$ cat config.mk
export PLATFORM = sky130hd
export DESIGN_NAME = motion_occupancy_event_sampler_unit_flat
export DESIGN_NICKNAME = d
export VERILOG_FILES = /design/src/hw/rtl/moes_pkg.sv /design/src/hw/rtl/moes_if.sv /design/src/hw/rtl/moes_div.sv /design/src/hw/rtl/moes_ctrl.sv /design/src/hw/rtl/moes_dp.sv /design/src/hw/rtl/motion_occupancy_event_sampler_unit.sv /design/src/flat_wrapper.sv
export SDC_FILE = /design/constraint.sdc
export NUM_CORES = 1
export LEC_CHECK = 0
export BUFFER_PORTS_ARGS = -buffer_cell sky130_fd_sc_hd__buf_2
export CAP_MARGIN = 0
export CELL_PAD_IN_SITES_DETAIL_PLACEMENT = 0
export CELL_PAD_IN_SITES_GLOBAL_PLACEMENT = 1
export CORE_ASPECT_RATIO = 0.6
export CORE_MARGIN = 2
export CORE_UTILIZATION = 54
export CTS_CLUSTER_DIAMETER = 120
export DETAILED_ROUTE_END_ITERATION = 10
export PLACE_DENSITY = 0.86
export SYNTH_ARGS = -nofsm -noshare
export SYNTH_HDL_FRONTEND = slang
export SYNTH_HIERARCHICAL = 1
export SYNTH_SLANG_ARGS = --single-unit
$ cat constraint.sdc
create_clock -name clk_i -period 10.5 [get_ports clk_i]
set_clock_uncertainty 0.2 [all_clocks]
set_input_delay 0.525 -clock clk_i [delete_from_list [all_inputs] [get_ports clk_i]]
set_output_delay 0.525 -clock clk_i [all_outputs]
set_load 0.01 [all_outputs]
$ cat src/hw/rtl/moes_pkg.sv
// moes_pkg: shared types and constants for the motion/occupancy event sampler.
// Used by the interfaces, the controller, the datapath and the top level.
`timescale 1ns / 1ps

package moes_pkg;

  localparam int unsigned SUM_WIDTH_DEF = 25;
  localparam int unsigned CNT_W         = 16;
  localparam int unsigned THR_W         = 7;
  localparam int unsigned SMP_W         = 8;
  localparam int unsigned TAG_W         = 32;
  localparam int unsigned CFG_IDX_W     = 2;
  localparam int unsigned CFG_DATA_W    = 16;

  localparam logic [CFG_IDX_W-1:0] CFG_AVG_LIMIT = 2'd0;
  localparam logic [CFG_IDX_W-1:0] CFG_DEV_THR   = 2'd1;
  localparam logic [CFG_IDX_W-1:0] CFG_PERIOD    = 2'd2;

  localparam logic [CNT_W-1:0] AVG_LIMIT_RST = 16'd5000;
  localparam logic [THR_W-1:0] DEV_THR_RST   = 7'd4;
  localparam logic [CNT_W-1:0] PERIOD_RST    = 16'd300;
  localparam logic [TAG_W-1:0] TAG_RST       = 32'd1;

  localparam logic signed [SMP_W-1:0] FAIL_VAL = 8'sd15;

  localparam int unsigned TRIG_MOTION = 0;
  localparam int unsigned TRIG_OCC    = 1;

  typedef enum logic [2:0] {
    ST_IDLE,
    ST_UPDATE,
    ST_DIV_INIT,
    ST_DIV_STEP,
    ST_CHECK,
    ST_EMIT
  } moes_state_e;

  typedef struct packed {
    logic load;
    logic update;
    logic div_init;
    logic div_step;
    logic check;
    logic emit;
  } moes_cmd_t;

  typedef struct packed {
    logic accel_valid;
    logic emit_want;
    logic out_free;
  } moes_stat_t;

endpackage

$ cat src/hw/rtl/moes_if.sv
// moes_if: valid/ready channel interfaces for sample beats and record beats.
// Depends on moes_pkg for field widths.
`timescale 1ns / 1ps

interface moes_in_if;
  logic                                       valid;
  logic                                       ready;
  logic                                       accel_valid;
  logic signed [moes_pkg::SMP_W-1:0]          accel_x;
  logic signed [moes_pkg::SMP_W-1:0]          accel_y;
  logic signed [moes_pkg::SMP_W-1:0]          accel_z;
  logic                                       occupancy;
  logic                                       space_free;

  modport source (output valid, accel_valid, accel_x, accel_y, accel_z, occupancy, space_free,
                  input ready);
  modport sink   (input valid, accel_valid, accel_x, accel_y, accel_z, occupancy, space_free,
                  output ready);
endinterface

interface moes_out_if;
  logic                                       valid;
  logic                                       ready;
  logic [moes_pkg::TAG_W-1:0]                 record_tag;
  logic signed [moes_pkg::SMP_W-1:0]          avg_x;
  logic signed [moes_pkg::SMP_W-1:0]          avg_y;
  logic signed [moes_pkg::SMP_W-1:0]          avg_z;
  logic signed [moes_pkg::SMP_W-1:0]          raw_x;
  logic signed [moes_pkg::SMP_W-1:0]          raw_y;
  logic signed [moes_pkg::SMP_W-1:0]          raw_z;
  logic                                       occupied;
  logic [1:0]                                 trigger_bits;

  modport source (output valid, record_tag, avg_x, avg_y, avg_z, raw_x, raw_y, raw_z,
                  occupied, trigger_bits, input ready);
  modport sink   (input valid, record_tag, avg_x, avg_y, avg_z, raw_x, raw_y, raw_z,
                  occupied, trigger_bits, output ready);
endinterface

$ cat src/hw/rtl/moes_div.sv
// moes_div: restoring divider lane, one quotient bit per step.
// Keeps only the low 8 quotient bits. Depends on moes_pkg.
`timescale 1ns / 1ps

module moes_div #(
  parameter int unsigned SUM_WIDTH = moes_pkg::SUM_WIDTH_DEF
) (
  input  logic                             clk_i,
  input  logic                             start_i,
  input  logic                             step_i,
  input  logic [SUM_WIDTH-1:0]             dividend_i,
  input  logic [moes_pkg::CNT_W-1:0]       divisor_i,
  output logic [moes_pkg::SMP_W-1:0]       quot_o
);

  logic [SUM_WIDTH-1:0]           num_q, num_d;
  logic [moes_pkg::CNT_W-1:0]     rem_q, rem_d;
  logic [moes_pkg::SMP_W-1:0]     quo_q, quo_d;
  logic [moes_pkg::CNT_W:0]       trial;
  logic [moes_pkg::CNT_W:0]       diff;
  logic                           ge;

  always_comb begin
    trial = {rem_q, num_q[SUM_WIDTH-1]};
    ge    = trial >= {1'b0, divisor_i};
    diff  = trial - {1'b0, divisor_i};
    num_d = num_q;
    rem_d = rem_q;
    quo_d = quo_q;
    if (start_i) begin
      num_d = dividend_i;
      rem_d = '0;
      quo_d = '0;
    end else if (step_i) begin
      num_d = {num_q[SUM_WIDTH-2:0], 1'b0};
      rem_d = ge ? diff[moes_pkg::CNT_W-1:0] : trial[moes_pkg::CNT_W-1:0];
      quo_d = {quo_q[moes_pkg::SMP_W-2:0], ge};
    end
  end

  always_ff @(posedge clk_i) begin
    num_q <= num_d;
    rem_q <= rem_d;
    quo_q <= quo_d;
  end

  assign quot_o = quo_q;

endmodule

$ cat src/hw/rtl/moes_ctrl.sv
// moes_ctrl: sequencer for one sample beat: capture, update, divide, check, emit.
// Depends on moes_pkg for the state, command and status types.
`timescale 1ns / 1ps

module moes_ctrl #(
  parameter int unsigned SUM_WIDTH = moes_pkg::SUM_WIDTH_DEF
) (
  input  logic                  clk_i,
  input  logic                  rst_ni,
  input  logic                  in_valid_i,
  output logic                  in_ready_o,
  input  moes_pkg::moes_stat_t  stat_i,
  output moes_pkg::moes_cmd_t   cmd_o
);

  localparam int unsigned STEP_W = $clog2(SUM_WIDTH);

  moes_pkg::moes_state_e state_q, state_d;
  logic [STEP_W-1:0]     step_q, step_d;

  always_comb begin
    state_d = state_q;
    case (state_q)
      moes_pkg::ST_IDLE: begin
        if (in_valid_i) state_d = moes_pkg::ST_UPDATE;
      end
      moes_pkg::ST_UPDATE: begin
        state_d = stat_i.accel_valid ? moes_pkg::ST_DIV_INIT : moes_pkg::ST_EMIT;
      end
      moes_pkg::ST_DIV_INIT: begin
        state_d = moes_pkg::ST_DIV_STEP;
      end
      moes_pkg::ST_DIV_STEP: begin
        if (step_q == '0) state_d = moes_pkg::ST_CHECK;
      end
      moes_pkg::ST_CHECK: begin
        state_d = moes_pkg::ST_EMIT;
      end
      moes_pkg::ST_EMIT: begin
        if (!stat_i.emit_want || stat_i.out_free) state_d = moes_pkg::ST_IDLE;
      end
      default: begin
        state_d = moes_pkg::ST_IDLE;
      end
    endcase
  end

  always_comb begin
    cmd_o      = '0;
    in_ready_o = 1'b0;
    step_d     = step_q;
    case (state_q)
      moes_pkg::ST_IDLE: begin
        in_ready_o = 1'b1;
        cmd_o.load = in_valid_i;
      end
      moes_pkg::ST_UPDATE: begin
        cmd_o.update = 1'b1;
      end
      moes_pkg::ST_DIV_INIT: begin
        cmd_o.div_init = 1'b1;
        step_d         = STEP_W'(SUM_WIDTH - 1);
      end
      moes_pkg::ST_DIV_STEP: begin
        cmd_o.div_step = 1'b1;
        step_d         = step_q - 1'b1;
      end
      moes_pkg::ST_CHECK: begin
        cmd_o.check = 1'b1;
      end
      moes_pkg::ST_EMIT: begin
        cmd_o.emit = 1'b1;
      end
      default: begin
        cmd_o = '0;
      end
    endcase
  end

  always_ff @(posedge clk_i or negedge rst_ni) begin
    if (!rst_ni) begin
      state_q <= moes_pkg::ST_IDLE;
      step_q  <= '0;
    end else begin
      state_q <= state_d;
      step_q  <= step_d;
    end
  end

endmodule

$ cat src/hw/rtl/moes_dp.sv
// moes_dp: config registers, running sums, trigger/period state, three divider
// lanes and the record output register. Depends on moes_pkg and moes_div.
`timescale 1ns / 1ps

module moes_dp #(
  parameter int unsigned SUM_WIDTH = moes_pkg::SUM_WIDTH_DEF
) (
  input  logic                                  clk_i,
  input  logic                                  rst_ni,
  input  logic                                  cfg_we_i,
  input  logic [moes_pkg::CFG_IDX_W-1:0]        cfg_idx_i,
  input  logic [moes_pkg::CFG_DATA_W-1:0]       cfg_data_i,
  input  moes_pkg::moes_cmd_t                   cmd_i,
  output moes_pkg::moes_stat_t                  stat_o,
  input  logic                                  accel_valid_i,
  input  logic signed [moes_pkg::SMP_W-1:0]     accel_x_i,
  input  logic signed [moes_pkg::SMP_W-1:0]     accel_y_i,
  input  logic signed [moes_pkg::SMP_W-1:0]     accel_z_i,
  input  logic                                  occupancy_i,
  input  logic                                  space_free_i,
  output logic                                  out_valid_o,
  input  logic                                  out_ready_i,
  output logic [moes_pkg::TAG_W-1:0]            record_tag_o,
  output logic signed [moes_pkg::SMP_W-1:0]     avg_x_o,
  output logic signed [moes_pkg::SMP_W-1:0]     avg_y_o,
  output logic signed [moes_pkg::SMP_W-1:0]     avg_z_o,
  output logic signed [moes_pkg::SMP_W-1:0]     raw_x_o,
  output logic signed [moes_pkg::SMP_W-1:0]     raw_y_o,
  output logic signed [moes_pkg::SMP_W-1:0]     raw_z_o,
  output logic                                  occupied_o,
  output logic [1:0]                            trigger_bits_o
);

  localparam int unsigned CW = moes_pkg::CNT_W;
  localparam int unsigned SW = moes_pkg::SMP_W;

  // config
  logic [CW-1:0]               avg_limit_q, avg_limit_d;
  logic [moes_pkg::THR_W-1:0]  dev_thr_q, dev_thr_d;
  logic [CW-1:0]               period_q, period_d;

  // persistent state
  logic [CW-1:0]               pcount_q, pcount_d;
  logic signed [SUM_WIDTH-1:0] sum_q [3];
  logic signed [SUM_WIDTH-1:0] sum_d [3];
  logic [CW-1:0]               scount_q, scount_d;
  logic                        mfired_q, mfired_d;
  logic                        ofired_q, ofired_d;
  logic                        pend_q, pend_d;
  logic [moes_pkg::TAG_W-1:0]  tag_q, tag_d;
  logic                        ovalid_q, ovalid_d;

  // per-beat payload
  logic signed [SW-1:0]        raw_q [3];
  logic signed [SW-1:0]        raw_d [3];
  logic                        vld_q, vld_d;
  logic                        occ_q, occ_d;
  logic                        space_q, space_d;
  logic [1:0]                  trig_q, trig_d;
  logic                        neg_q [3];
  logic                        neg_d [3];

  // output register
  logic [moes_pkg::TAG_W-1:0]  otag_q, otag_d;
  logic signed [SW-1:0]        oavg_q [3];
  logic signed [SW-1:0]        oavg_d [3];
  logic signed [SW-1:0]        oraw_q [3];
  logic signed [SW-1:0]        oraw_d [3];
  logic                        oocc_q, oocc_d;
  logic [1:0]                  otrig_q, otrig_d;

  // combinational
  logic [SUM_WIDTH:0]          numer [3];
  logic [SUM_WIDTH:0]          numer_abs [3];
  logic [SUM_WIDTH-1:0]        mag [3];
  logic [SW-1:0]               quot [3];
  logic signed [SW-1:0]        avg_n [3];
  logic signed [SW:0]          dev [3];
  logic signed [SW:0]          thr_s;
  logic [2:0]                  over;
  logic [CW-1:0]               pc_inc;
  logic [CW-1:0]               cnt_inc;
  logic                        halve;
  logic                        emit_fire;

  assign stat_o.accel_valid = vld_q;
  assign stat_o.emit_want   = pend_q && space_q;
  assign stat_o.out_free    = !ovalid_q || out_ready_i;
  assign emit_fire          = cmd_i.emit && stat_o.emit_want && stat_o.out_free;

  assign thr_s = $signed({2'b00, dev_thr_q});

  for (genvar g = 0; g < 3; g++) begin : g_lane
    assign numer[g]     = {sum_q[g][SUM_WIDTH-1], sum_q[g]}
                        + {{(SUM_WIDTH-CW+2){1'b0}}, scount_q[CW-1:1]};
    assign numer_abs[g] = numer[g][SUM_WIDTH] ? (~numer[g] + 1'b1) : numer[g];
    assign mag[g]       = numer_abs[g][SUM_WIDTH-1:0];
    assign avg_n[g]     = neg_q[g] ? -$signed(quot[g]) : $signed(quot[g]);
    assign dev[g]       = {avg_n[g][SW-1], avg_n[g]} - {raw_q[g][SW-1], raw_q[g]};
    assign over[g]      = (dev[g] > thr_s) || (dev[g] < -thr_s);

    moes_div #(
      .SUM_WIDTH (SUM_WIDTH)
    ) u_div (
      .clk_i      (clk_i),
      .start_i    (cmd_i.div_init),
      .step_i     (cmd_i.div_step),
      .dividend_i (mag[g]),
      .divisor_i  (scount_q),
      .quot_o     (quot[g])
    );
  end

  assign pc_inc = pcount_q + 1'b1;
  assign halve  = scount_q >= avg_limit_q;

  always_comb begin
    avg_limit_d = avg_limit_q;
    dev_thr_d   = dev_thr_q;
    period_d    = period_q;
    pcount_d    = pcount_q;
    scount_d    = scount_q;
    mfired_d    = mfired_q;
    ofired_d    = ofired_q;
    pend_d      = pend_q;
    tag_d       = tag_q;
    ovalid_d    = ovalid_q;
    vld_d       = vld_q;
    occ_d       = occ_q;
    space_d     = space_q;
    trig_d      = trig_q;
    otag_d      = otag_q;
    oocc_d      = oocc_q;
    otrig_d     = otrig_q;
    cnt_inc     = (halve ? {1'b0, scount_q[CW-1:1]} : scount_q) + 1'b1;
    for (int i = 0; i < 3; i++) begin
      sum_d[i]  = sum_q[i];
      raw_d[i]  = raw_q[i];
      neg_d[i]  = neg_q[i];
      oavg_d[i] = oavg_q[i];
      oraw_d[i] = oraw_q[i];
    end

    if (cfg_we_i) begin
      case (cfg_idx_i)
        moes_pkg::CFG_AVG_LIMIT: avg_limit_d = cfg_data_i;
        moes_pkg::CFG_DEV_THR:   dev_thr_d   = cfg_data_i[moes_pkg::THR_W-1:0];
        moes_pkg::CFG_PERIOD:    period_d    = cfg_data_i;
        default: begin
        end
      endcase
    end

    if (cmd_i.load) begin
      raw_d[0] = accel_x_i;
      raw_d[1] = accel_y_i;
      raw_d[2] = accel_z_i;
      vld_d    = accel_valid_i;
      occ_d    = occupancy_i;
      space_d  = space_free_i;
    end

    if (cmd_i.update) begin
      trig_d   = '0;
      pcount_d = pc_inc;
      if (pc_inc >= period_q) begin
        pcount_d = '0;
        pend_d   = 1'b1;
        mfired_d = 1'b0;
        ofired_d = 1'b0;
      end
      if (occ_q && !ofired_d) begin
        pend_d   = 1'b1;
        ofired_d = 1'b1;
        pcount_d = CW'(1);
        trig_d[moes_pkg::TRIG_OCC] = 1'b1;
      end
      if (vld_q) begin
        for (int i = 0; i < 3; i++) begin
          sum_d[i] = (halve ? (sum_q[i] >>> 1) : sum_q[i])
                   + $signed({{(SUM_WIDTH-SW){raw_q[i][SW-1]}}, raw_q[i]});
        end
        scount_d = (cnt_inc == '0) ? CW'(1) : cnt_inc;
      end
    end

    if (cmd_i.div_init) begin
      for (int i = 0; i < 3; i++) begin
        neg_d[i] = numer[i][SUM_WIDTH];
      end
    end

    if (cmd_i.check) begin
      if ((over != '0) && !mfired_q) begin
        pend_d   = 1'b1;
        mfired_d = 1'b1;
        pcount_d = CW'(1);
        trig_d[moes_pkg::TRIG_MOTION] = 1'b1;
      end
    end

    if (ovalid_q && out_ready_i) ovalid_d = 1'b0;

    if (emit_fire) begin
      ovalid_d = 1'b1;
      otag_d   = tag_q;
      tag_d    = tag_q + 1'b1;
      pend_d   = 1'b0;
      oocc_d   = occ_q;
      otrig_d  = trig_q;
      for (int i = 0; i < 3; i++) begin
        oavg_d[i] = vld_q ? avg_n[i] : moes_pkg::FAIL_VAL;
        oraw_d[i] = vld_q ? raw_q[i] : moes_pkg::FAIL_VAL;
      end
    end
  end

  always_ff @(posedge clk_i or negedge rst_ni) begin
    if (!rst_ni) begin
      avg_limit_q <= moes_pkg::AVG_LIMIT_RST;
      dev_thr_q   <= moes_pkg::DEV_THR_RST;
      period_q    <= moes_pkg::PERIOD_RST;
      pcount_q    <= '0;
      scount_q    <= '0;
      mfired_q    <= 1'b0;
      ofired_q    <= 1'b0;
      pend_q      <= 1'b0;
      tag_q       <= moes_pkg::TAG_RST;
      ovalid_q    <= 1'b0;
      for (int i = 0; i < 3; i++) begin
        sum_q[i] <= '0;
      end
    end else begin
      avg_limit_q <= avg_limit_d;
      dev_thr_q   <= dev_thr_d;
      period_q    <= period_d;
      pcount_q    <= pcount_d;
      scount_q    <= scount_d;
      mfired_q    <= mfired_d;
      ofired_q    <= ofired_d;
      pend_q      <= pend_d;
      tag_q       <= tag_d;
      ovalid_q    <= ovalid_d;
      for (int i = 0; i < 3; i++) begin
        sum_q[i] <= sum_d[i];
      end
    end
  end

  always_ff @(posedge clk_i) begin
    vld_q   <= vld_d;
    occ_q   <= occ_d;
    space_q <= space_d;
    trig_q  <= trig_d;
    otag_q  <= otag_d;
    oocc_q  <= oocc_d;
    otrig_q <= otrig_d;
    for (int i = 0; i < 3; i++) begin
      raw_q[i]  <= raw_d[i];
      neg_q[i]  <= neg_d[i];
      oavg_q[i] <= oavg_d[i];
      oraw_q[i] <= oraw_d[i];
    end
  end

  assign out_valid_o    = ovalid_q;
  assign record_tag_o   = otag_q;
  assign avg_x_o        = oavg_q[0];
  assign avg_y_o        = oavg_q[1];
  assign avg_z_o        = oavg_q[2];
  assign raw_x_o        = oraw_q[0];
  assign raw_y_o        = oraw_q[1];
  assign raw_z_o        = oraw_q[2];
  assign occupied_o     = oocc_q;
  assign trigger_bits_o = otrig_q;

endmodule

$ cat src/hw/rtl/motion_occupancy_event_sampler_unit.sv
// motion_occupancy_event_sampler_unit: top level of the event sampler.
// Depends on moes_pkg, moes_if, moes_ctrl, moes_dp and moes_div.
//
// Usage:
//   sample_i carries one tick per beat: read-valid flag, x/y/z sample,
//   occupancy level and buffer-space flag. record_o carries zero or one
//   record per tick: tag, averages, raw values, occupancy and trigger bits.
//   Config registers are written through cfg_we_i/cfg_idx_i/cfg_data_i while idle.
// Sequence:
//   A tick with a valid read passes through idle/capture, update, divider load,
//   SUM_WIDTH restoring steps in three parallel lanes, check and emit, where
//   its record is loaded into the output register. A failed read skips the
//   divider and the check. sample_i.ready is high only between ticks.
// Reset:
//   Sums, counts, triggers and pending record clear, tag restarts at 1 and
//   the config registers take their default values.
// Stall:
//   A finished record sits in the output register; the next tick is taken
//   meanwhile and only waits at emit if it also has a record to deliver.
`timescale 1ns / 1ps

module motion_occupancy_event_sampler_unit #(
  parameter int unsigned SUM_WIDTH = moes_pkg::SUM_WIDTH_DEF
) (
  input  logic                              clk_i,
  input  logic                              rst_ni,
  input  logic                              cfg_we_i,
  input  logic [moes_pkg::CFG_IDX_W-1:0]    cfg_idx_i,
  input  logic [moes_pkg::CFG_DATA_W-1:0]   cfg_data_i,
  moes_in_if.sink                           sample_i,
  moes_out_if.source                        record_o
);

  moes_pkg::moes_cmd_t  cmd;
  moes_pkg::moes_stat_t stat;

  moes_ctrl #(
    .SUM_WIDTH (SUM_WIDTH)
  ) u_ctrl (
    .clk_i      (clk_i),
    .rst_ni     (rst_ni),
    .in_valid_i (sample_i.valid),
    .in_ready_o (sample_i.ready),
    .stat_i     (stat),
    .cmd_o      (cmd)
  );

  moes_dp #(
    .SUM_WIDTH (SUM_WIDTH)
  ) u_dp (
    .clk_i          (clk_i),
    .rst_ni         (rst_ni),
    .cfg_we_i       (cfg_we_i),
    .cfg_idx_i      (cfg_idx_i),
    .cfg_data_i     (cfg_data_i),
    .cmd_i          (cmd),
    .stat_o         (stat),
    .accel_valid_i  (sample_i.accel_valid),
    .accel_x_i      (sample_i.accel_x),
    .accel_y_i      (sample_i.accel_y),
    .accel_z_i      (sample_i.accel_z),
    .occupancy_i    (sample_i.occupancy),
    .space_free_i   (sample_i.space_free),
    .out_valid_o    (record_o.valid),
    .out_ready_i    (record_o.ready),
    .record_tag_o   (record_o.record_tag),
    .avg_x_o        (record_o.avg_x),
    .avg_y_o        (record_o.avg_y),
    .avg_z_o        (record_o.avg_z),
    .raw_x_o        (record_o.raw_x),
    .raw_y_o        (record_o.raw_y),
    .raw_z_o        (record_o.raw_z),
    .occupied_o     (record_o.occupied),
    .trigger_bits_o (record_o.trigger_bits)
  );

`ifndef ASSERT_OFF
  a_one_tick_at_a_time: assert property (@(posedge clk_i) disable iff (!rst_ni)
    (sample_i.valid && sample_i.ready) |=> !sample_i.ready)
    else $error("sample beat taken while previous tick still in work");

  a_emit_loads_output: assert property (@(posedge clk_i) disable iff (!rst_ni)
    (cmd.emit && stat.emit_want && stat.out_free) |=> record_o.valid)
    else $error("emitted record did not reach the output register");

  a_record_needs_pending: assert property (@(posedge clk_i) disable iff (!rst_ni)
    $rose(record_o.valid) |-> $past(cmd.emit && stat.emit_want))
    else $error("record beat appeared without a pending record");
`endif

endmodule
$ cat src/flat_wrapper.sv
// flat-port wrapper written by rule: the top's interface ports become plain ports
module motion_occupancy_event_sampler_unit_flat 
#(
  parameter int unsigned SUM_WIDTH = moes_pkg::SUM_WIDTH_DEF
)
  (clk_i, rst_ni, cfg_we_i, cfg_idx_i, cfg_data_i, sample_i_valid, sample_i_accel_valid, sample_i_accel_x, sample_i_accel_y, sample_i_accel_z, sample_i_occupancy, sample_i_space_free, sample_i_ready, record_o_valid, record_o_record_tag, record_o_avg_x, record_o_avg_y, record_o_avg_z, record_o_raw_x, record_o_raw_y, record_o_raw_z, record_o_occupied, record_o_trigger_bits, record_o_ready);
  moes_in_if sample_i_i ();
  moes_out_if record_o_i ();
  input  logic clk_i;
  input  logic rst_ni;
  input  logic cfg_we_i;
  input  logic [moes_pkg::CFG_IDX_W-1:0] cfg_idx_i;
  input  logic [moes_pkg::CFG_DATA_W-1:0] cfg_data_i;
  input wire logic [$bits(sample_i_i.valid)-1:0] sample_i_valid;
  input wire logic [$bits(sample_i_i.accel_valid)-1:0] sample_i_accel_valid;
  input wire logic [$bits(sample_i_i.accel_x)-1:0] sample_i_accel_x;
  input wire logic [$bits(sample_i_i.accel_y)-1:0] sample_i_accel_y;
  input wire logic [$bits(sample_i_i.accel_z)-1:0] sample_i_accel_z;
  input wire logic [$bits(sample_i_i.occupancy)-1:0] sample_i_occupancy;
  input wire logic [$bits(sample_i_i.space_free)-1:0] sample_i_space_free;
  output wire logic [$bits(sample_i_i.ready)-1:0] sample_i_ready;
  output wire logic [$bits(record_o_i.valid)-1:0] record_o_valid;
  output wire logic [$bits(record_o_i.record_tag)-1:0] record_o_record_tag;
  output wire logic [$bits(record_o_i.avg_x)-1:0] record_o_avg_x;
  output wire logic [$bits(record_o_i.avg_y)-1:0] record_o_avg_y;
  output wire logic [$bits(record_o_i.avg_z)-1:0] record_o_avg_z;
  output wire logic [$bits(record_o_i.raw_x)-1:0] record_o_raw_x;
  output wire logic [$bits(record_o_i.raw_y)-1:0] record_o_raw_y;
  output wire logic [$bits(record_o_i.raw_z)-1:0] record_o_raw_z;
  output wire logic [$bits(record_o_i.occupied)-1:0] record_o_occupied;
  output wire logic [$bits(record_o_i.trigger_bits)-1:0] record_o_trigger_bits;
  input wire logic [$bits(record_o_i.ready)-1:0] record_o_ready;
  assign sample_i_i.valid = sample_i_valid;
  assign sample_i_i.accel_valid = sample_i_accel_valid;
  assign sample_i_i.accel_x = sample_i_accel_x;
  assign sample_i_i.accel_y = sample_i_accel_y;
  assign sample_i_i.accel_z = sample_i_accel_z;
  assign sample_i_i.occupancy = sample_i_occupancy;
  assign sample_i_i.space_free = sample_i_space_free;
  assign sample_i_ready = sample_i_i.ready;
  assign record_o_valid = record_o_i.valid;
  assign record_o_record_tag = record_o_i.record_tag;
  assign record_o_avg_x = record_o_i.avg_x;
  assign record_o_avg_y = record_o_i.avg_y;
  assign record_o_avg_z = record_o_i.avg_z;
  assign record_o_raw_x = record_o_i.raw_x;
  assign record_o_raw_y = record_o_i.raw_y;
  assign record_o_raw_z = record_o_i.raw_z;
  assign record_o_occupied = record_o_i.occupied;
  assign record_o_trigger_bits = record_o_i.trigger_bits;
  assign record_o_i.ready = record_o_ready;
  motion_occupancy_event_sampler_unit #(.SUM_WIDTH(SUM_WIDTH)) u_core (.clk_i(clk_i), .rst_ni(rst_ni), .cfg_we_i(cfg_we_i), .cfg_idx_i(cfg_idx_i), .cfg_data_i(cfg_data_i), .sample_i(sample_i_i), .record_o(record_o_i));
endmodule
==> out/qor.csv, run 1 <==
stage,metric,value,unit
clock_tree,post-CTS setup buffer count,0,
pwr,Pint,6.63,mW
global_route,global-route wire length before repair,148000,µm
floorplan,Placeable Area,0.0610,mm²
setup_path,nature of the critical path endpoint,flip-flop,
synth,average size of a mapped cell,9.32,µm²
global_route,largest net degree at the start of global routing,134,
synth,Yosys cell types,110,
placement,gpl congestion,0.950,
routing,Initial DRC Count,2646,
sta,Slew HR,18.5,%
global_route,initial antenna violation count,4,
worst_hold_path,HP Class,input pin to flip-flop,
synth,syn_nets,3912,
routing,Antenna Nets Post-Route,0,
clock_tree,CTS tree,built,
synth,top cell type's share of synthesized area,17.0,%
placement,Port Buffers,134,
global_route,vias in the first global route,26304,
placement,Inst Count DP,4435,
global_route,GRT Overall Usage,29.0,%
synth,"flops & latches, synth",452,
routing,via count,27819,
pwr,Net Switching,5.85,mW
setup_path,WS Path Type,flip-flop to flip-flop,
floorplan,standard-cell rows,70,
sta,Final min period,7.08,ns
final_layout,fin cells,4563,
routing,vias per inst,6.10,
synth,"EDFF count, synth",189,
sta,Slew @ Worst Pin,1.22,ns
floorplan,effective utilization at floorplan,54.6,%
sta,"Hold Vio Cnt, Final",0,
pwr,sequential share of power,23.5,%
pwr,combinational group share of total power,62.5,%
clock_tree,Worst-Skew Late Latency,0.60,ns
sta,RSZ-0062 raised after global routing,false,
final_layout,nets@finish,4034,
clock_tree,Worst-path clk slew,0.06,ns
routing,DR WL/cell,20.6,µm
clock_tree,clk sink count,452,
synth,Main synth FF type,edfxtp_1,
setup_path,startpoint types,flip-flop,
synth,Area contributors post-synth,"edfxtp_1, dfrtp_1, ha_1",
final_layout,"Design Area, Final",0.0367,mm²
synth,Syn Std Cell Area,0.0333,mm²
pwr,PD cells,340,mW/mm²
routing,1st-pass router iterations,5,
pwr,switching portion of total power,46.9,%
clock_tree,Max Root-Sink Buffers,3,
clock_tree,post_cts resized,0,
sta,Peak Freq,141,MHz
placement,placed cell area,0.0348,mm²
clock_tree,H-tree levels,2,
flow_run,Max Cap Viol,0,
sta,Slew Limit Fails,0,
floorplan,die width,325,µm
floorplan,full die area,0.0637,mm²
clock_tree,hold_buf cts,39,
setup_path,Worst Path Max Fanout,64,
synth,most frequent cells after synthesis,"nand2_1, ha_1, o21ai_0, nor2_1, inv_1",
synth,Mapped Cells,3573,
floorplan,chip height,196,µm
setup_path,Worst EP arrival,7.39,ns
synth,dominant cell type by area after synthesis,edfxtp_1,
global_route,Overflow after GRT,0,
synth,"Seq/Total Area, Yosys",35.7,%
sta,setup TNS,0,ns
setup_path,required time of the critical path,10.81,ns
routing,drt drc,0,
synth,async set or reset register ratio after synthesis,42.0,%
routing,final wirelength,93900,µm
final_layout,share of layout cells above drive strength 1,13.8,%
status,run status,completed,
pwr,Leak Pwr,15.6,nW
synth,most instantiated library cell after synthesis,nand2_1,
sta,Setup Viol. Count Final,0,
final_layout,Syn-to-layout area delta,10.3,%
synth,YS warnings,6,
floorplan,Top Ports,135,
clock_tree,Num CTS Buffers,47,
worst_hold_path,WHS Path Cells,3,
pwr,Clk pwr share,14.0,%
setup_path,Worst R2R Path Depth,20,
placement,dpl hpwl,68300,µm
final_layout,Layout Utilization,60.3,%
sta,period utilisation layout,67.5,%
clock_tree,CTS root buffer,clkbuf_16,
pwr,peak supply drop,0.163,mV
==> final timing paths <==
kind,start,to,slack [ns]
max in group asynchronous,rst_ni,u_core/u_dp/tag_q[4]$_DFFE_PN0P_,8.37
hold / removal,cfg_data_i[5],u_core/u_dp/avg_limit_q[5]$_DFFE_PN0P_,0.04
setup / recovery,u_core/u_dp/scount_q[0]$_DFFE_PN0P_,u_core/u_dp/sum_q[49]$_DFFE_PN0P_,3.42
min in group asynchronous,rst_ni,u_core/u_dp/sum_q[73]$_DFFE_PN0P_,0.33
hold reg to reg,u_core/u_dp/trig_q[1]$_DFFE_PP_,u_core/u_dp/trigger_bits_o[1]$_DFFE_PP_,0.23
setup reg to reg,u_core/u_dp/scount_q[0]$_DFFE_PN0P_,u_core/u_dp/sum_q[49]$_DFFE_PN0P_,3.42
==> state kept, by name (all words and copies together) (netlist names), 24 cells and up <==
register                         count
u_core/u_dp/g_lane.u_div/num_q      75
u_core/u_dp/sum_q                   75
u_core/u_dp/g_lane.u_div/rem_q      48
u_core/u_dp/record_tag_o            32
u_core/u_dp/tag_q                   32
u_core/u_dp/g_lane.u_div/quot_o     24
u_core/u_dp/oavg_q                  24
u_core/u_dp/oraw_q                  24
u_core/u_dp/raw_q                   24
==> kinds of logic (layout without fill, tap and decap cells) <==
family	Yosys count	after routing	share of synthesized area, %
multiplexers	204	204	6.75
buffers and inverters	338	498	3.98
other	0	2	0
AO/OA/AOI/OAI	907	907	18.2
XOR/XNOR	318	318	8.36
adder cells (fa/ha/maj)	289	289	11.1
flip-flops	452	452	35.7
AND/OR/NAND/NOR	1065	1065	15.8
==> metrics by stage <==
step | worst slack (ns) | power (mW) | hold slack (ns)
3_5_place_dp | 3.59 | 10.5 | 0.211
2_1_floorplan | 4.31 | 8.69 | 0.0294
3_3_place_gp | 3.80 | 10.3 | 0.207
6_report | 3.42 | 12.5 | 0.0437
5_1_grt | 3.05 | 13.5 | 0.0324
4_1_cts | 3.57 | 12.4 | 0.00988
==> critical path, stage by stage (launching register included) <==
cell,delay (ns)
dfrtp_1,0.58
inv_1,0.14
ha_1,0.29
nand2b_1,0.14
a2111oi_0,0.50
o211ai_1,0.27
a21boi_4,0.57
buf_4,0.75
mux2_2,0.41
ha_1,0.21
fa_1,0.43
a211oi_1,0.36
o21ai_0,0.15
a31o_2,0.26
a2bb2oi_1,0.16
a41o_1,0.29
o2111ai_1,0.36
o21ai_0,0.19
and4_1,0.22
or3_1,0.36
o31ai_1,0.07
==> metal layers <==
| metal | vias to the layer above | track usage, % | part of all wire (%) |
|---|---|---|---|
| met2 | 1001 | 41.1 | 40 |
| met3 | 136 | 7.35 | 9.0 |
| li1 | 13249 | - | - |
| met1 | 13431 | 43.6 | 48 |
| met5 | - | 0 | 0.014 |
| met4 | 2 | 7.84 | 2.3 |
==> power by group through the flow <==
| stage | logic, mW | clock network [mW] | registers [mW] |
|---|---|---|---|
| after CTS | 7.67 | 1.79 | 2.92 |
| after floorplan | 5.93 | 0 | 2.76 |
| final | 7.79 | 1.75 | 2.94 |
| after global routing | 8.63 | 1.87 | 3.00 |
| after detailed placement | 7.60 | 0 | 2.95 |
| after global placement | 7.34 | 0 | 2.92 |
==> cell usage in the layout, fill, tap and decap left out, drive strengths merged, types with 42 or more instances in the layout <==
cell | netlist | routed
a21o | 67 | 67
o21a | 45 | 45
mux2 | 164 | 164
clkbuf | 98 | 71
o21ai | 272 | 272
a21oi | 205 | 205
nand2 | 349 | 349
inv | 201 | 204
edfxtp | 189 | 189
buf | 37 | 168
xor2 | 120 | 120
nor2b | 42 | 42
nand4 | 61 | 61
nand2b | 50 | 50
nand3 | 91 | 91
xnor2 | 198 | 198
ha | 277 | 277
nor3 | 54 | 54
nor2 | 233 | 233
dfxtp | 73 | 73
dfrtp | 179 | 179
==> cell type report <==
cell class	count	area, µm²
clock inverters	17	170
clock buffers	70	1410
multi-input cells	2783	20100
repair buffers	208	1350
fillers	5208	24200
diodes	2	5.00
inverters	203	762
well taps	828	1040
flip-flops and latches	452	11900
Power figures use the tool's default switching activity.
==> run 2: changes to the inputs <==
--- a/config.mk
+++ b/config.mk
@@ -11,10 +11,10 @@
 export CELL_PAD_IN_SITES_GLOBAL_PLACEMENT = 1
 export CORE_ASPECT_RATIO = 0.6
 export CORE_MARGIN = 2
-export CORE_UTILIZATION = 54
+export CORE_UTILIZATION = 45
 export CTS_CLUSTER_DIAMETER = 120
 export DETAILED_ROUTE_END_ITERATION = 10
-export PLACE_DENSITY = 0.86
+export PLACE_DENSITY = 0.76
 export SYNTH_ARGS = -nofsm -noshare
 export SYNTH_HDL_FRONTEND = slang
 export SYNTH_HIERARCHICAL = 1
==> constraint.sdc (replaced) <==
create_clock -name clk_i -period 6.38 [get_ports clk_i]
set_clock_uncertainty 0.2 [all_clocks]
set_input_delay 0.319 -clock clk_i [delete_from_list [all_inputs] [get_ports clk_i]]
set_output_delay 0.319 -clock clk_i [all_outputs]
set_load 0.01 [all_outputs]
==> out/qor.csv, run 2 (synthesis results as in run 1) <==
stage,metric,value,unit
routing,Antenna Nets Post-Route,0,
floorplan,Top Ports,135,
worst_hold_path,HP Class,input pin to flip-flop,
final_layout,"Design Area, Final",0.0371,mm²
setup_path,nature of the critical path endpoint,flip-flop,
floorplan,effective utilization at floorplan,45.4,%
flow_run,Max Cap Viol,0,
routing,1st-pass router iterations,6,
setup_path,Worst EP arrival,6.18,ns
placement,Port Buffers,134,
pwr,total power of the final layout,20.4,mW
final_layout,biggest regs,"u_core/u_dp/g_lane.u_div/num_q x75, u_core/u_dp/sum_q x75, u_core/u_dp/g_lane.u_div/rem_q x48",
sta,setup TNS,0,ns
sta,Final min period,5.85,ns
setup_path,CP peak stage delay,0.54,ns
sta,period utilisation layout,91.6,%
sta,"Hold Vio Cnt, Final",0,
floorplan,die width,355,µm
clock_tree,Num CTS Buffers,47,
clock_tree,H-tree levels,2,
setup_path,RR Startpoint,u_core/u_dp/avg_limit_q[7]$_DFFE_PN1P_,
floorplan,full die area,0.0763,mm²
setup_path,CP Cell Sequence,inv_1 -> ha_1 -> nand2_1 -> or4_1 -> o211ai_1 -> a21boi_4 -> buf_4 -> mux2_2 -> ha_1 -> fa_1 -> a211oi_1 -> o21ai_0 -> a31o_2 -> a2bb2oi_1 -> a41o_1 -> o2111ai_1 -> o21ai_0 -> and4_1 -> or3_1 -> o31ai_1,
routing,via count,26921,
setup_path,Worst setup startpoint,u_core/u_dp/avg_limit_q[7]$_DFFE_PN1P_,
routing,final wirelength,93500,µm
placement,placed cell area,0.0351,mm²
clock_tree,Worst-path clk slew,0.07,ns
setup_path,startpoint types,flip-flop,
setup_path,Crit-path slowest cell,or4_1,
clock_tree,Worst-Skew Late Latency,0.63,ns
global_route,initial antenna violation count,1,
setup_path,required time of the critical path,6.72,ns
final_layout,Filler Cells Inserted,6892,
final_layout,Syn-to-layout area delta,11.5,%
setup_path,Buf/Inv on CP,2,
setup_path,cell family with most CP delay,compound AO/OA/AOI/OAI gates,
final_layout,share of layout cells above drive strength 1,14.3,%
sta,RSZ-0062 raised after global routing,false,
floorplan,Placeable Area,0.0734,mm²
clock_tree,Max Root-Sink Buffers,3,
clock_tree,CTS root buffer,clkbuf_16,
placement,dpl hpwl,68400,µm
setup_path,Worst Path Max Fanout,6,
global_route,GRT Overall Usage,24.4,%
clock_tree,clk sink count,452,
global_route,vias in the first global route,24680,
final_layout,nets@finish,4056,
placement,gpl congestion,0.914,
sta,Peak Freq,171,MHz
final_layout,most frequent cells in the layout,"nand2_1, ha_1, o21ai_0, nor2_1",
final_layout,Layout Utilization,50.6,%
status,run status,completed,
floorplan,chip height,215,µm
setup_path,WS Path Type,flip-flop to flip-flop,
global_route,Overflow after GRT,0,
sta,Slew HR,27.5,%
worst_hold_path,hold path startpoint,cfg_idx_i[1],
pwr,Leak Pwr,15.7,nW
clock_tree,CTS tree,built,
pwr,peak supply drop,0.264,mV
sta,Slew @ Worst Pin,1.09,ns
global_route,largest net degree at the start of global routing,99,
routing,Initial DRC Count,2565,
global_route,global-route wire length before repair,147000,µm
pwr,PD cells,550,mW/mm²
routing,drt drc,0,
floorplan,standard-cell rows,77,
final_layout,"most common cell after layout, fill and taps aside",nand2_1,
routing,DR WL/cell,19.7,µm
sta,Slew Limit Fails,0,
final_layout,multi-input logic area,0.0201,mm²
sta,Setup Viol. Count Final,0,
final_layout,area occupied by registers,0.0119,mm²
routing,vias per inst,5.67,
==> run 2: cell types whose count changed in the layout (fill, tap and decap cells not counted), sizes merged <==
| cell | before | now |
|---|---|---|
| buf | 168 | 184 |
| clkbuf | 71 | 64 |
| dlygate4sd3 | 39 | 46 |
| clkinv | 10 | 16 |
| clkinvlp | 3 | 5 |
| diode | 2 | 1 |
| inv | 204 | 203 |
==> run 2: metrics by stage <==
step	setup slack, ns	hold slack (ns)	std cells
final	0.533	0.0508	4744
after global placement	0.447	0.186	4608
after detailed placement	0.373	0.194	4608
after floorplan	0.193	-0.177	3573
after global routing	0.109	0.100	4743
after CTS	0.325	0.0196	4742
==> run 2: what timing repair did <==
item	CTS	global route
hold buffers	46	0
gates resized for setup	0	4
setup endpoints to repair	0	5
endpoints found under the hold margin	147	0
setup buffers	0	1
==> run 2: final cells by class <==
class                           instances  area share [%]
Clock buffer                           64            3.61
Multi-Input combinational cell       2783            54.2
Antenna cell                            1         0.00674
Inverter                              203            2.06
Timing Repair Buffer                  230            4.08
Tap cell                              987            3.33
Clock inverter                         24           0.633
Sequential cell                       452            32.1
==> run 2: final timing paths <==
check | endpoint | slack [ns] | depth (start not counted)
min in group asynchronous | u_core/u_dp/sum_q[71]$_DFFE_PN0P_ | 0.11 | 2
worst min register to register | u_core/u_dp/trigger_bits_o[1]$_DFFE_PP_ | 0.24 | 0
worst max register to register | u_core/u_dp/sum_q[49]$_DFFE_PN0P_ | 0.53 | 20
worst min-delay path | u_core/u_dp/avg_limit_q[7]$_DFFE_PN1P_ | 0.05 | 5
worst max-delay path | u_core/u_dp/sum_q[49]$_DFFE_PN0P_ | 0.53 | 20
max in group asynchronous | u_core/u_dp/mfired_q$_DFF_PN0_ | 4.43 | 3
==> run 2: power breakdown <==
part / switching, mW / internal [mW]
Sequential: 0.816 / 4.01
Clock: 1.26 / 1.61
Combinational: 7.47 / 5.27
==> run 2: tightest hold or removal path: stages <==
cell,delay [ns]
buf_2,0.10
nor3b_2,0.04
buf_4,0.21
nand2_1,0.10
o21ai_0,0.07
==> run 2: per-layer routing <==
metal | track usage, % | wire [µm] | vias to the layer above | share of wire, %
met4 | 5.35 | 1730 | 2 | 1.8
met3 | 6.17 | 8030 | 84 | 8.6
met1 | 39.9 | 49300 | 12731 | 53
met5 | 0.938 | 100 | - | 0.11
met2 | 30.9 | 34300 | 780 | 37
li1 | - | - | 13324 | -
